`src/pls_pkg.sv`:
```
`timescale 1ns / 1ps
// Shared types and constants for the positional list store.
// Used by every module of the block except pls_ram; depends on nothing.
package pls_pkg;

  localparam int DEPTH     = 64;
  localparam int ADDR_W    = $clog2(DEPTH);
  localparam int CNT_W     = $clog2(DEPTH + 1);
  localparam int DATA_W    = 32;
  localparam int POS_W     = 7;
  localparam int CMD_W     = 4;
  localparam int COUNT_W   = 7;
  localparam int STATUS_W  = 2;
  localparam int CMP_W     = (POS_W > CNT_W) ? POS_W : CNT_W;
  localparam int S_TDATA_W = 40;
  localparam int M_TDATA_W = 48;

  typedef enum logic [CMD_W-1:0] {
    CMD_APPEND     = 4'd0,
    CMD_PREPEND    = 4'd1,
    CMD_DROP_LAST  = 4'd2,
    CMD_DROP_FIRST = 4'd3,
    CMD_INSERT     = 4'd4,
    CMD_READ       = 4'd5,
    CMD_REMOVE     = 4'd6,
    CMD_OVERWRITE  = 4'd7,
    CMD_CLEAR      = 4'd8
  } cmd_t;

  typedef enum logic [STATUS_W-1:0] {
    ST_OK    = 2'd0,
    ST_RANGE = 2'd1,
    ST_FULL  = 2'd2
  } status_t;

  typedef enum logic [2:0] {
    S_IDLE,
    S_DECODE,
    S_SHIFT_INS,
    S_PUT,
    S_SHIFT_REM,
    S_CAPTURE,
    S_DONE
  } state_t;

  typedef enum logic [1:0] {
    TGT_POS,
    TGT_ZERO,
    TGT_COUNT
  } tgt_sel_t;

  // Commands from the controller to the datapath.
  typedef struct packed {
    logic     take;
    logic     decode;
    status_t  st_code;
    logic     load_ins;
    logic     load_rem;
    tgt_sel_t tgt_sel;
    logic     shift_ins;
    logic     shift_rem;
    logic     put;
    logic     write_pos;
    logic     read_pos;
    logic     capture;
    logic     cnt_inc;
    logic     cnt_dec;
    logic     cnt_clr;
    logic     finish;
  } ctrl_cmd_t;

  // Status from the datapath to the controller.
  typedef struct packed {
    cmd_t cmd;
    logic pos_gt_cnt;
    logic pos_ge_cnt;
    logic full;
    logic empty;
    logic scan_done;
    logic out_busy;
  } dp_stat_t;

endpackage

```
`src/pls_ram.sv`:
```
`timescale 1ns / 1ps
// Generic simple dual-port RAM: one write port, one read port, registered read.
// Stands alone; no package needed.
module pls_ram #(
  parameter int WIDTH = 32,
  parameter int DEPTH = 64,
  localparam int AW = (DEPTH > 1) ? $clog2(DEPTH) : 1
) (
  input  logic             clk,
  input  logic             we,
  input  logic [AW-1:0]    waddr,
  input  logic [WIDTH-1:0] wdata,
  input  logic [AW-1:0]    raddr,
  output logic [WIDTH-1:0] rdata
);

  logic [WIDTH-1:0] mem [DEPTH];

  always_ff @(posedge clk) begin
    if (we) begin
      mem[waddr] <= wdata;
    end
    rdata <= mem[raddr];
  end

endmodule

```
`src/pls_dp.sv`:
```
`timescale 1ns / 1ps
// Datapath of the positional list store: command registers, entry RAM,
// shift pointer, count and the output register. Depends on pls_pkg, pls_ram.
module pls_dp (
  input  logic                               clk,
  input  logic                               rst,
  input  logic                               s_tvalid,
  input  logic [pls_pkg::S_TDATA_W-1:0]      s_tdata,
  input  logic [pls_pkg::CMD_W-1:0]          s_tuser,
  output logic                               m_tvalid,
  input  logic                               m_tready,
  output logic [pls_pkg::M_TDATA_W-1:0]      m_tdata,
  input  pls_pkg::ctrl_cmd_t                 cmd,
  output pls_pkg::dp_stat_t                  stat
);

  logic [pls_pkg::CMD_W-1:0]   cmd_r;
  logic [pls_pkg::DATA_W-1:0]  value_r;
  logic [pls_pkg::POS_W-1:0]   pos_r;
  logic [pls_pkg::CNT_W-1:0]   count_r;
  logic [pls_pkg::CNT_W-1:0]   tgt;
  logic [pls_pkg::CNT_W-1:0]   ptr;
  logic [pls_pkg::CNT_W-1:0]   lim;
  logic                        pend;
  logic [pls_pkg::ADDR_W-1:0]  pend_addr;
  logic [pls_pkg::DATA_W-1:0]  rd_r;
  pls_pkg::status_t            st_r;
  logic [pls_pkg::DATA_W-1:0]  out_value;
  logic [pls_pkg::COUNT_W-1:0] out_count;
  pls_pkg::status_t            out_status;

  logic [pls_pkg::CNT_W-1:0]   tgt_val;
  logic [pls_pkg::CNT_W-1:0]   ptr_dec;
  logic [pls_pkg::CNT_W-1:0]   ptr_inc;
  logic                        ptr_at_lim;
  logic                        ram_we;
  logic [pls_pkg::ADDR_W-1:0]  ram_waddr;
  logic [pls_pkg::DATA_W-1:0]  ram_wdata;
  logic [pls_pkg::ADDR_W-1:0]  ram_raddr;
  logic [pls_pkg::DATA_W-1:0]  ram_rdata;

  assign ptr_dec    = ptr - pls_pkg::CNT_W'(1);
  assign ptr_inc    = ptr + pls_pkg::CNT_W'(1);
  assign ptr_at_lim = (ptr == lim);

  always_comb begin
    case (cmd.tgt_sel)
      pls_pkg::TGT_ZERO:  tgt_val = '0;
      pls_pkg::TGT_COUNT: tgt_val = count_r;
      default:            tgt_val = pls_pkg::CNT_W'(pos_r);
    endcase
  end

  // Write port: pending shift move, placement of a new entry, or overwrite.
  always_comb begin
    ram_we    = 1'b0;
    ram_waddr = pend_addr;
    ram_wdata = ram_rdata;
    if (pend) begin
      ram_we = 1'b1;
    end else if (cmd.put) begin
      ram_we    = 1'b1;
      ram_waddr = tgt[pls_pkg::ADDR_W-1:0];
      ram_wdata = value_r;
    end else if (cmd.write_pos) begin
      ram_we    = 1'b1;
      ram_waddr = pos_r[pls_pkg::ADDR_W-1:0];
      ram_wdata = value_r;
    end
  end

  always_comb begin
    if (cmd.shift_ins) begin
      ram_raddr = ptr_dec[pls_pkg::ADDR_W-1:0];
    end else if (cmd.shift_rem) begin
      ram_raddr = ptr[pls_pkg::ADDR_W-1:0];
    end else begin
      ram_raddr = pos_r[pls_pkg::ADDR_W-1:0];
    end
  end

  pls_ram #(
    .WIDTH (pls_pkg::DATA_W),
    .DEPTH (pls_pkg::DEPTH)
  ) u_ram (
    .clk   (clk),
    .we    (ram_we),
    .waddr (ram_waddr),
    .wdata (ram_wdata),
    .raddr (ram_raddr),
    .rdata (ram_rdata)
  );

  // Payload registers.
  always_ff @(posedge clk) begin
    if (cmd.take && s_tvalid) begin
      cmd_r   <= s_tuser;
      value_r <= s_tdata[pls_pkg::DATA_W-1:0];
      pos_r   <= s_tdata[pls_pkg::DATA_W +: pls_pkg::POS_W];
    end
    if (cmd.load_ins || cmd.load_rem) begin
      tgt <= tgt_val;
    end
    if (cmd.decode) begin
      rd_r <= '0;
      st_r <= cmd.st_code;
    end else if (cmd.capture) begin
      rd_r <= ram_rdata;
    end
    if (cmd.finish) begin
      out_value  <= rd_r;
      out_count  <= pls_pkg::COUNT_W'(count_r);
      out_status <= st_r;
    end
  end

  // Shift pointer and pending move.
  always_ff @(posedge clk) begin
    if (rst) begin
      pend <= 1'b0;
    end else if (cmd.load_ins) begin
      ptr  <= count_r;
      lim  <= tgt_val;
      pend <= 1'b0;
    end else if (cmd.load_rem) begin
      ptr  <= tgt_val + pls_pkg::CNT_W'(1);
      lim  <= count_r;
      pend <= 1'b0;
    end else if (cmd.shift_ins) begin
      pend <= !ptr_at_lim;
      if (!ptr_at_lim) begin
        ptr       <= ptr_dec;
        pend_addr <= ptr[pls_pkg::ADDR_W-1:0];
      end
    end else if (cmd.shift_rem) begin
      pend <= !ptr_at_lim;
      if (!ptr_at_lim) begin
        ptr       <= ptr_inc;
        pend_addr <= ptr_dec[pls_pkg::ADDR_W-1:0];
      end
    end else begin
      pend <= 1'b0;
    end
  end

  // Entry count and output valid.
  always_ff @(posedge clk) begin
    if (rst) begin
      count_r  <= '0;
      m_tvalid <= 1'b0;
    end else begin
      if (cmd.cnt_clr) begin
        count_r <= '0;
      end else if (cmd.cnt_inc) begin
        count_r <= count_r + pls_pkg::CNT_W'(1);
      end else if (cmd.cnt_dec) begin
        count_r <= count_r - pls_pkg::CNT_W'(1);
      end
      if (cmd.finish) begin
        m_tvalid <= 1'b1;
      end else if (m_tready) begin
        m_tvalid <= 1'b0;
      end
    end
  end

  assign m_tdata = {{(pls_pkg::M_TDATA_W - pls_pkg::DATA_W - pls_pkg::COUNT_W
                      - pls_pkg::STATUS_W){1'b0}},
                    out_status, out_count, out_value};

  assign stat.cmd        = pls_pkg::cmd_t'(cmd_r);
  assign stat.pos_gt_cnt = pls_pkg::CMP_W'(pos_r) > pls_pkg::CMP_W'(count_r);
  assign stat.pos_ge_cnt = pls_pkg::CMP_W'(pos_r) >= pls_pkg::CMP_W'(count_r);
  assign stat.full       = (count_r == pls_pkg::CNT_W'(pls_pkg::DEPTH));
  assign stat.empty      = (count_r == '0);
  assign stat.scan_done  = ptr_at_lim && !pend;
  assign stat.out_busy   = m_tvalid && !m_tready;

  a_count_bound: assert property (@(posedge clk) disable iff (rst)
    count_r <= pls_pkg::CNT_W'(pls_pkg::DEPTH))
    else $error("entry count exceeds depth");

  a_no_grow_full: assert property (@(posedge clk) disable iff (rst)
    cmd.cnt_inc |-> !stat.full)
    else $error("entry added to a full list");

  a_move_in_list: assert property (@(posedge clk) disable iff (rst)
    pend |-> pls_pkg::CNT_W'(pend_addr) <= count_r)
    else $error("shift move lands beyond the list");

  a_finish_free: assert property (@(posedge clk) disable iff (rst)
    cmd.finish |-> !stat.out_busy)
    else $error("result overwrites one not yet taken");

  a_shift_no_overlap: assert property (@(posedge clk) disable iff (rst)
    pend |-> !cmd.put && !cmd.write_pos)
    else $error("RAM write port claimed twice");

endmodule

```
`src/pls_ctrl.sv`:
```
`timescale 1ns / 1ps
// Controller of the positional list store: sequences each command over the
// datapath. Depends on pls_pkg.
module pls_ctrl (
  input  logic               clk,
  input  logic               rst,
  input  logic               s_tvalid,
  output logic               s_tready,
  input  pls_pkg::dp_stat_t  stat,
  output pls_pkg::ctrl_cmd_t cmd
);

  pls_pkg::state_t state;
  pls_pkg::state_t state_next;

  always_ff @(posedge clk) begin
    if (rst) begin
      state <= pls_pkg::S_IDLE;
    end else begin
      state <= state_next;
    end
  end

  always_comb begin
    state_next = state;
    case (state)
      pls_pkg::S_IDLE: begin
        if (s_tvalid) state_next = pls_pkg::S_DECODE;
      end
      pls_pkg::S_DECODE: begin
        state_next = pls_pkg::S_DONE;
        case (stat.cmd)
          pls_pkg::CMD_APPEND, pls_pkg::CMD_PREPEND: begin
            if (!stat.full) state_next = pls_pkg::S_SHIFT_INS;
          end
          pls_pkg::CMD_INSERT: begin
            if (!stat.pos_gt_cnt && !stat.full) state_next = pls_pkg::S_SHIFT_INS;
          end
          pls_pkg::CMD_DROP_FIRST: begin
            if (!stat.empty) state_next = pls_pkg::S_SHIFT_REM;
          end
          pls_pkg::CMD_REMOVE: begin
            if (!stat.pos_ge_cnt) state_next = pls_pkg::S_SHIFT_REM;
          end
          pls_pkg::CMD_READ: begin
            if (!stat.pos_ge_cnt) state_next = pls_pkg::S_CAPTURE;
          end
          default: state_next = pls_pkg::S_DONE;
        endcase
      end
      pls_pkg::S_SHIFT_INS: begin
        if (stat.scan_done) state_next = pls_pkg::S_PUT;
      end
      pls_pkg::S_PUT:     state_next = pls_pkg::S_DONE;
      pls_pkg::S_SHIFT_REM: begin
        if (stat.scan_done) state_next = pls_pkg::S_DONE;
      end
      pls_pkg::S_CAPTURE: state_next = pls_pkg::S_DONE;
      pls_pkg::S_DONE: begin
        if (!stat.out_busy) state_next = pls_pkg::S_IDLE;
      end
      default: state_next = pls_pkg::S_IDLE;
    endcase
  end

  always_comb begin
    cmd         = '0;
    cmd.st_code = pls_pkg::ST_OK;
    cmd.tgt_sel = pls_pkg::TGT_POS;
    case (state)
      pls_pkg::S_IDLE: cmd.take = 1'b1;
      pls_pkg::S_DECODE: begin
        cmd.decode = 1'b1;
        case (stat.cmd)
          pls_pkg::CMD_APPEND: begin
            cmd.tgt_sel = pls_pkg::TGT_COUNT;
            if (stat.full) cmd.st_code = pls_pkg::ST_FULL;
            else cmd.load_ins = 1'b1;
          end
          pls_pkg::CMD_PREPEND: begin
            cmd.tgt_sel = pls_pkg::TGT_ZERO;
            if (stat.full) cmd.st_code = pls_pkg::ST_FULL;
            else cmd.load_ins = 1'b1;
          end
          pls_pkg::CMD_INSERT: begin
            if (stat.pos_gt_cnt) cmd.st_code = pls_pkg::ST_RANGE;
            else if (stat.full) cmd.st_code = pls_pkg::ST_FULL;
            else cmd.load_ins = 1'b1;
          end
          pls_pkg::CMD_DROP_LAST: begin
            if (stat.empty) cmd.st_code = pls_pkg::ST_RANGE;
            else cmd.cnt_dec = 1'b1;
          end
          pls_pkg::CMD_DROP_FIRST: begin
            cmd.tgt_sel = pls_pkg::TGT_ZERO;
            if (stat.empty) cmd.st_code = pls_pkg::ST_RANGE;
            else cmd.load_rem = 1'b1;
          end
          pls_pkg::CMD_REMOVE: begin
            if (stat.pos_ge_cnt) cmd.st_code = pls_pkg::ST_RANGE;
            else cmd.load_rem = 1'b1;
          end
          pls_pkg::CMD_READ: begin
            if (stat.pos_ge_cnt) cmd.st_code = pls_pkg::ST_RANGE;
            else cmd.read_pos = 1'b1;
          end
          pls_pkg::CMD_OVERWRITE: begin
            if (stat.pos_ge_cnt) cmd.st_code = pls_pkg::ST_RANGE;
            else cmd.write_pos = 1'b1;
          end
          pls_pkg::CMD_CLEAR: cmd.cnt_clr = 1'b1;
          default: cmd.st_code = pls_pkg::ST_RANGE;
        endcase
      end
      pls_pkg::S_SHIFT_INS: cmd.shift_ins = 1'b1;
      pls_pkg::S_PUT: begin
        cmd.put     = 1'b1;
        cmd.cnt_inc = 1'b1;
      end
      pls_pkg::S_SHIFT_REM: begin
        cmd.shift_rem = 1'b1;
        cmd.cnt_dec   = stat.scan_done;
      end
      pls_pkg::S_CAPTURE: cmd.capture = 1'b1;
      pls_pkg::S_DONE: cmd.finish = !stat.out_busy;
      default: cmd = '0;
    endcase
  end

  // No transfer is taken while reset holds the controller in idle.
  assign s_tready = cmd.take && !rst;

  a_accept_idle: assert property (@(posedge clk) disable iff (rst)
    (s_tvalid && s_tready) |=> state == pls_pkg::S_DECODE)
    else $error("accepted transfer not decoded");

  a_put_after_scan: assert property (@(posedge clk) disable iff (rst)
    state == pls_pkg::S_PUT |-> $past(state) == pls_pkg::S_SHIFT_INS)
    else $error("entry placed without a shift pass");

  a_one_result: assert property (@(posedge clk) disable iff (rst)
    cmd.finish |=> state == pls_pkg::S_IDLE)
    else $error("result issued twice for one command");

endmodule

```
`src/positional_list_store.sv`:
```
`timescale 1ns / 1ps
// Top level of the positional list store: an ordered list of signed values
// with insert, remove, read and overwrite by position. Depends on pls_pkg,
// pls_ctrl, pls_dp (which holds the pls_ram entry store).
//
//   Channel  Dir  Handshake          Contents
//   s_*      in   s_tvalid/s_tready  s_tuser: cmd; s_tdata: value, position
//   m_*      out  m_tvalid/m_tready  m_tdata: read_value, count, status
//
// Sequencing: one command per transfer, one result per command. A read passes
// through an extra capture step. An insert (and append or prepend) and a remove
// (and drop first) take longer the more entries lie at or above the position,
// because every moved entry goes through the single read and single write
// port of the entry RAM. The worst case is an insert at position zero into a
// list of DEPTH - 1.
// Reset: rst clears the count and the controller; the entry RAM is not
// cleared, since entries at or above the count are never read.
// Stalls: a finished result sits in the output register; the next command
// may be accepted meanwhile, and its own result waits until that is taken.
module positional_list_store (
  input  logic                          clk,
  input  logic                          rst,
  input  logic                          s_tvalid,
  output logic                          s_tready,
  // [31:0] value, [38:32] position, [39] zero fill
  input  logic [pls_pkg::S_TDATA_W-1:0] s_tdata,
  // [3:0] cmd
  input  logic [pls_pkg::CMD_W-1:0]     s_tuser,
  output logic                          m_tvalid,
  input  logic                          m_tready,
  // [31:0] read_value, [38:32] count, [40:39] status, [47:41] zero fill
  output logic [pls_pkg::M_TDATA_W-1:0] m_tdata
);

  pls_pkg::ctrl_cmd_t cmd;
  pls_pkg::dp_stat_t  stat;

  // The controller walks each command through decode, an optional shift pass
  // and placement or read capture on the RAM, and the result hand-off.
  pls_ctrl u_ctrl (
    .clk      (clk),
    .rst      (rst),
    .s_tvalid (s_tvalid),
    .s_tready (s_tready),
    .stat     (stat),
    .cmd      (cmd)
  );

  // The datapath holds the count, the entries and the output register.
  pls_dp u_dp (
    .clk      (clk),
    .rst      (rst),
    .s_tvalid (s_tvalid),
    .s_tdata  (s_tdata),
    .s_tuser  (s_tuser),
    .m_tvalid (m_tvalid),
    .m_tready (m_tready),
    .m_tdata  (m_tdata),
    .cmd      (cmd),
    .stat     (stat)
  );

endmodule

```
`config.mk`:
```
export PLATFORM = sky130hd
export DESIGN_NAME = positional_list_store
export DESIGN_NICKNAME = d
export VERILOG_FILES = /design/src/pls_pkg.sv /design/src/pls_ram.sv /design/src/pls_dp.sv /design/src/pls_ctrl.sv /design/src/positional_list_store.sv
export SDC_FILE = /design/constraint.sdc
export NUM_CORES = 2
export LEC_CHECK = 0
export ABC_AREA = 1
export BUFFER_PORTS_ARGS = -buffer_cell sky130_fd_sc_hd__buf_2
export CORE_ASPECT_RATIO = 0.7
export CORE_MARGIN = 4
export CORE_UTILIZATION = 55
export CTS_CLUSTER_DIAMETER = 80
export DETAILED_ROUTE_END_ITERATION = 12
export GPL_ROUTABILITY_DRIVEN = 0
export PLACE_DENSITY_LB_ADDON = 0.05
export SYNTH_ARGS = -nofsm -noshare
export SYNTH_HDL_FRONTEND = slang
export SYNTH_SLANG_ARGS = --single-unit
```
`constraint.sdc`:
```
create_clock -name clk -period 6.1 [get_ports clk]
set_clock_uncertainty 0.2 [all_clocks]
set_input_delay 0.61 -clock clk [delete_from_list [all_inputs] [get_ports clk]]
set_output_delay 0.61 -clock clk [all_outputs]
set_load 0.05 [all_outputs]
```
==> metrics.md <==
| Metric | Value |
|---|---|
| Outcome | `completed` |
| WL final | `284,400 um` |
| # setup viols final | `0` |
| RR Startpoint | `u_dp.count_r[1]` |
| R2R cell count | `14` |
| Most common cell in the netlist | `nand3_1` |
| Synth-to-layout area growth | `11.50%` |
| Flops & latches, synth | `2,236` |
| Crit end category | `register` |
| Clock-pin transition on the worst setup and hold timing paths | `about 70 ps` |
| Critical path required time | `6410 ps` |
| Die area | `0.1843 mm2` |
| CP endpoint | `u_dp.u_ram.mem[35][20]` |
| Pre-antenna DRT Iters | `6` |
| Worst setup path start | `u_dp.count_r[1]` |
| Max transition margin | `5.993%` |
| Die Span X | `roughly 510 um` |
| HP Class | `in2reg` |
| CP Max Fanout | `22` |
| Sequential area share after synthesis | `68.03%` |
| Max clock buf depth | `3` |
| Worst-Margin Slew | `~1400 ps` |
| DRC viols | `0` |
| CTS tree | `built` |
| Yosys cell types | `41` |
| Kind of critical path | `reg2reg` |
| Top cells by area, synth | `edfxtp_1, nand3_1, nand3b_1` |
| Routed length per instance | `25.14 um` |
| Total negative slack | `0 ps` |
| Skew-Pair Late Insertion Delay | `840 ps` |
| Placed cells | `10.87k` |
| Initial antenna violation count | `12` |
| Via count | `between 60k and 70k` |
| Final std cells w/o fill | `11.31k` |
| Warnings, synthesis | `0` |
| Syn Area/Cell | `11.13 um2` |
| DP HPWL | `155,800 um` |
| Max Freq | `195.5 MHz` |
| Cell Rows | `between 100 and 150` |
| Worst R2R End | `u_dp.u_ram.mem[35][20]` |
| Vias in the first global route | `61.40k` |
| Number of synthesized flops with an enable pin | `2,160` |
| Sinks on Clock Net | `2,236` |
| Largest net degree at the start of global routing | `188` |
| Initial Util | `55.26%` |
| Core box area | `0.1766 mm2` |
| Post-route setup slack | `roughly 990 ps` |
| Count of boundary I/O pins | `98` |
| Power Dens Cells | `490.6 mW/mm2` |
| Leakage Power | `between 40 and 50 nW` |
| Setup bufs post-CTS | `0` |
| Post-synth top area cell | `edfxtp_1` |
| Total global-route track usage | `30.27%` |
| Prevailing post-synth register cell | `edfxtp_1` |
| CTS Buf Count | `208` |
| Pins Over Slew Limit | `0` |
| Tcrit/Tclk final | `a little over four fifths` |
| Most frequent cells after synthesis | `nand3_1, edfxtp_1, nand2_1` |
| First-pass GRT wire length | `415,100 um` |
| Final #Nets | `8,840` |
| Worst EP arrival | `5420 ps` |
| Layout cell share with drive strength beyond 1 | `8.327%` |
| Synth top area share | `66.47%` |
| Post-synth ARST share | `0%` |
| Synth Cell Area | `just under 0.1 mm2` |
| Detail Route Antenna Nets | `0` |
| Maximum VDD drop | `0.4277 mV` |
| Final hold vios | `0` |
| H-tree Lvls | `4` |
| RSZ-0062 raised after global routing | `false` |
| Pre-CTS WS | `1077 ps` |
| CTS root buf | `clkbuf_16` |
| Minimum clock period | `5114 ps` |
| Gr ovfl total | `0` |
| Drt first-iter violations | `8,387` |
| Maxcap violations | `0` |
| Via/cell ratio | `around 6` |
| Die Ht | `360.4 um` |
| R2R Setup Slk | `990 ps` |
| Port bufs | `89` |
| Cells after Synth | `8,768` |
| Startpoint types | `register` |
placed cells by master, fill, tap and decap left out, drive strengths merged, types with 12 or more instances in the layout:
cell | netlist | routed
ha | 18 | 18
nor2 | 163 | 163
a21oi | 51 | 51
buf | 358 | 325
nand3 | 2211 | 2211
o21ai | 66 | 66
nand2 | 1360 | 1360
dfxtp | 76 | 76
inv | 1251 | 1255
xor2 | 16 | 16
clkbuf | 224 | 281
nor3 | 12 | 12
dlygate4sd3 | 0 | 46
nand4 | 15 | 15
clkinv | 0 | 86
nand3b | 761 | 761
edfxtp | 2160 | 2160
stage by stage:
step,hold slack [ps],area [um2],utilization (%),power (mW)
floorplan,200.3,97600,-,32.05
global placement,210.1,101700,57.62,40.31
detailed placement,213.5,101700,57.62,40.57
CTS,33.54,108800,61.60,53.18
global route,67.28,108800,61.61,55.65
finish,81.36,108800,61.61,53.38
area by class of cell:
class | instances | area [um2]
clock buffer | 281 | 5832
tap | 2358 | 2950
sequential | 2236 | 66380
timing repair buffer | 371 | 3291
multi-input combinational | 4705 | 24870
antenna | 5 | 12.51
inverter | 1251 | 4725
fill | 14020 | 67780
clock inverter | 103 | 730.7
kinds of logic (layout without fill, tap and decap cells):
group / after synthesis / after routing / share of synthesized area [%]
AOI/OAI and AO/OA: 135 / 135 / 0.7386
adders and majority gates: 19 / 19 / 0.2513
and+or+nand+nor: 4523 / 4523 / 23.31
DFF: 2236 / 2236 / 68.03
other: 1 / 12 / 0.003843
buffers and inverters: 1833 / 2006 / 7.479
xor gates and xnor gates: 21 / 21 / 0.1885
layer usage:
metal,global-route usage (%),wire length [um],vias to the layer above
met5,0,0,-
met4,10.20,9784,0
met3,5.721,27610,472
met2,44.42,123900,3167
met1,45.69,123000,32490
li1,-,-,30160
sequential cells by signal, indices dropped and copies added (netlist names):
register / count
u_ctrl.state: 3
u_dp.cmd_r: 4
u_dp.count_r: 7
u_dp.lim: 7
u_dp.m_tvalid: 1
u_dp.out_count: 7
u_dp.out_status: 2
u_dp.out_value: 32
u_dp.pend: 1
u_dp.pend_addr: 6
u_dp.pos_r: 7
u_dp.ptr: 7
u_dp.rd_r: 32
u_dp.st_r: 2
u_dp.tgt: 6
u_dp.u_ram.mem: 2048
u_dp.u_ram.rdata: 32
u_dp.value_r: 32
power by group:
group          switching (mW)  leakage [nW]  internal (mW)  total [mW]
logic                    15.8          18.7           4.83        20.6
clock network            5.68          3.23           7.05        12.7
registers               0.224          20.1           19.8        20.1
what timing repair did:
action	CTS	global route
hold buffers	46	0
gates resized for setup	0	0
hold endpoints to repair	48	0
worst min path at each step:
stage | startpoint | depth (start not counted) | slack, ps | to
floorplan | u_dp.st_r[0] | 0 | 200 | u_dp.out_status[0]
global placement | u_dp.st_r[0] | 0 | 210 | u_dp.out_status[0]
detailed placement | u_dp.rd_r[13] | 0 | 210 | u_dp.out_value[13]
CTS | s_tvalid | 3 | 30 | u_dp.pos_r[6]
global route | s_tvalid | 3 | 70 | u_dp.value_r[5]
finish | s_tvalid | 3 | 80 | u_dp.cmd_r[3]
critical path: stages, from the launching register on:
cell and delay, ps:
dfxtp_1 490, inv_1 240, ha_1 370, nand2_1 70, nor2_1 40, nand2_1 250
nand4_4 190, nand2_1 100, nand3_1 80, nand2_1 90, nand2_1 290, nor2_1 250
nand3_1 630, nor2_4 1080, buf_4 390
Power figures use the tool's default switching activity.
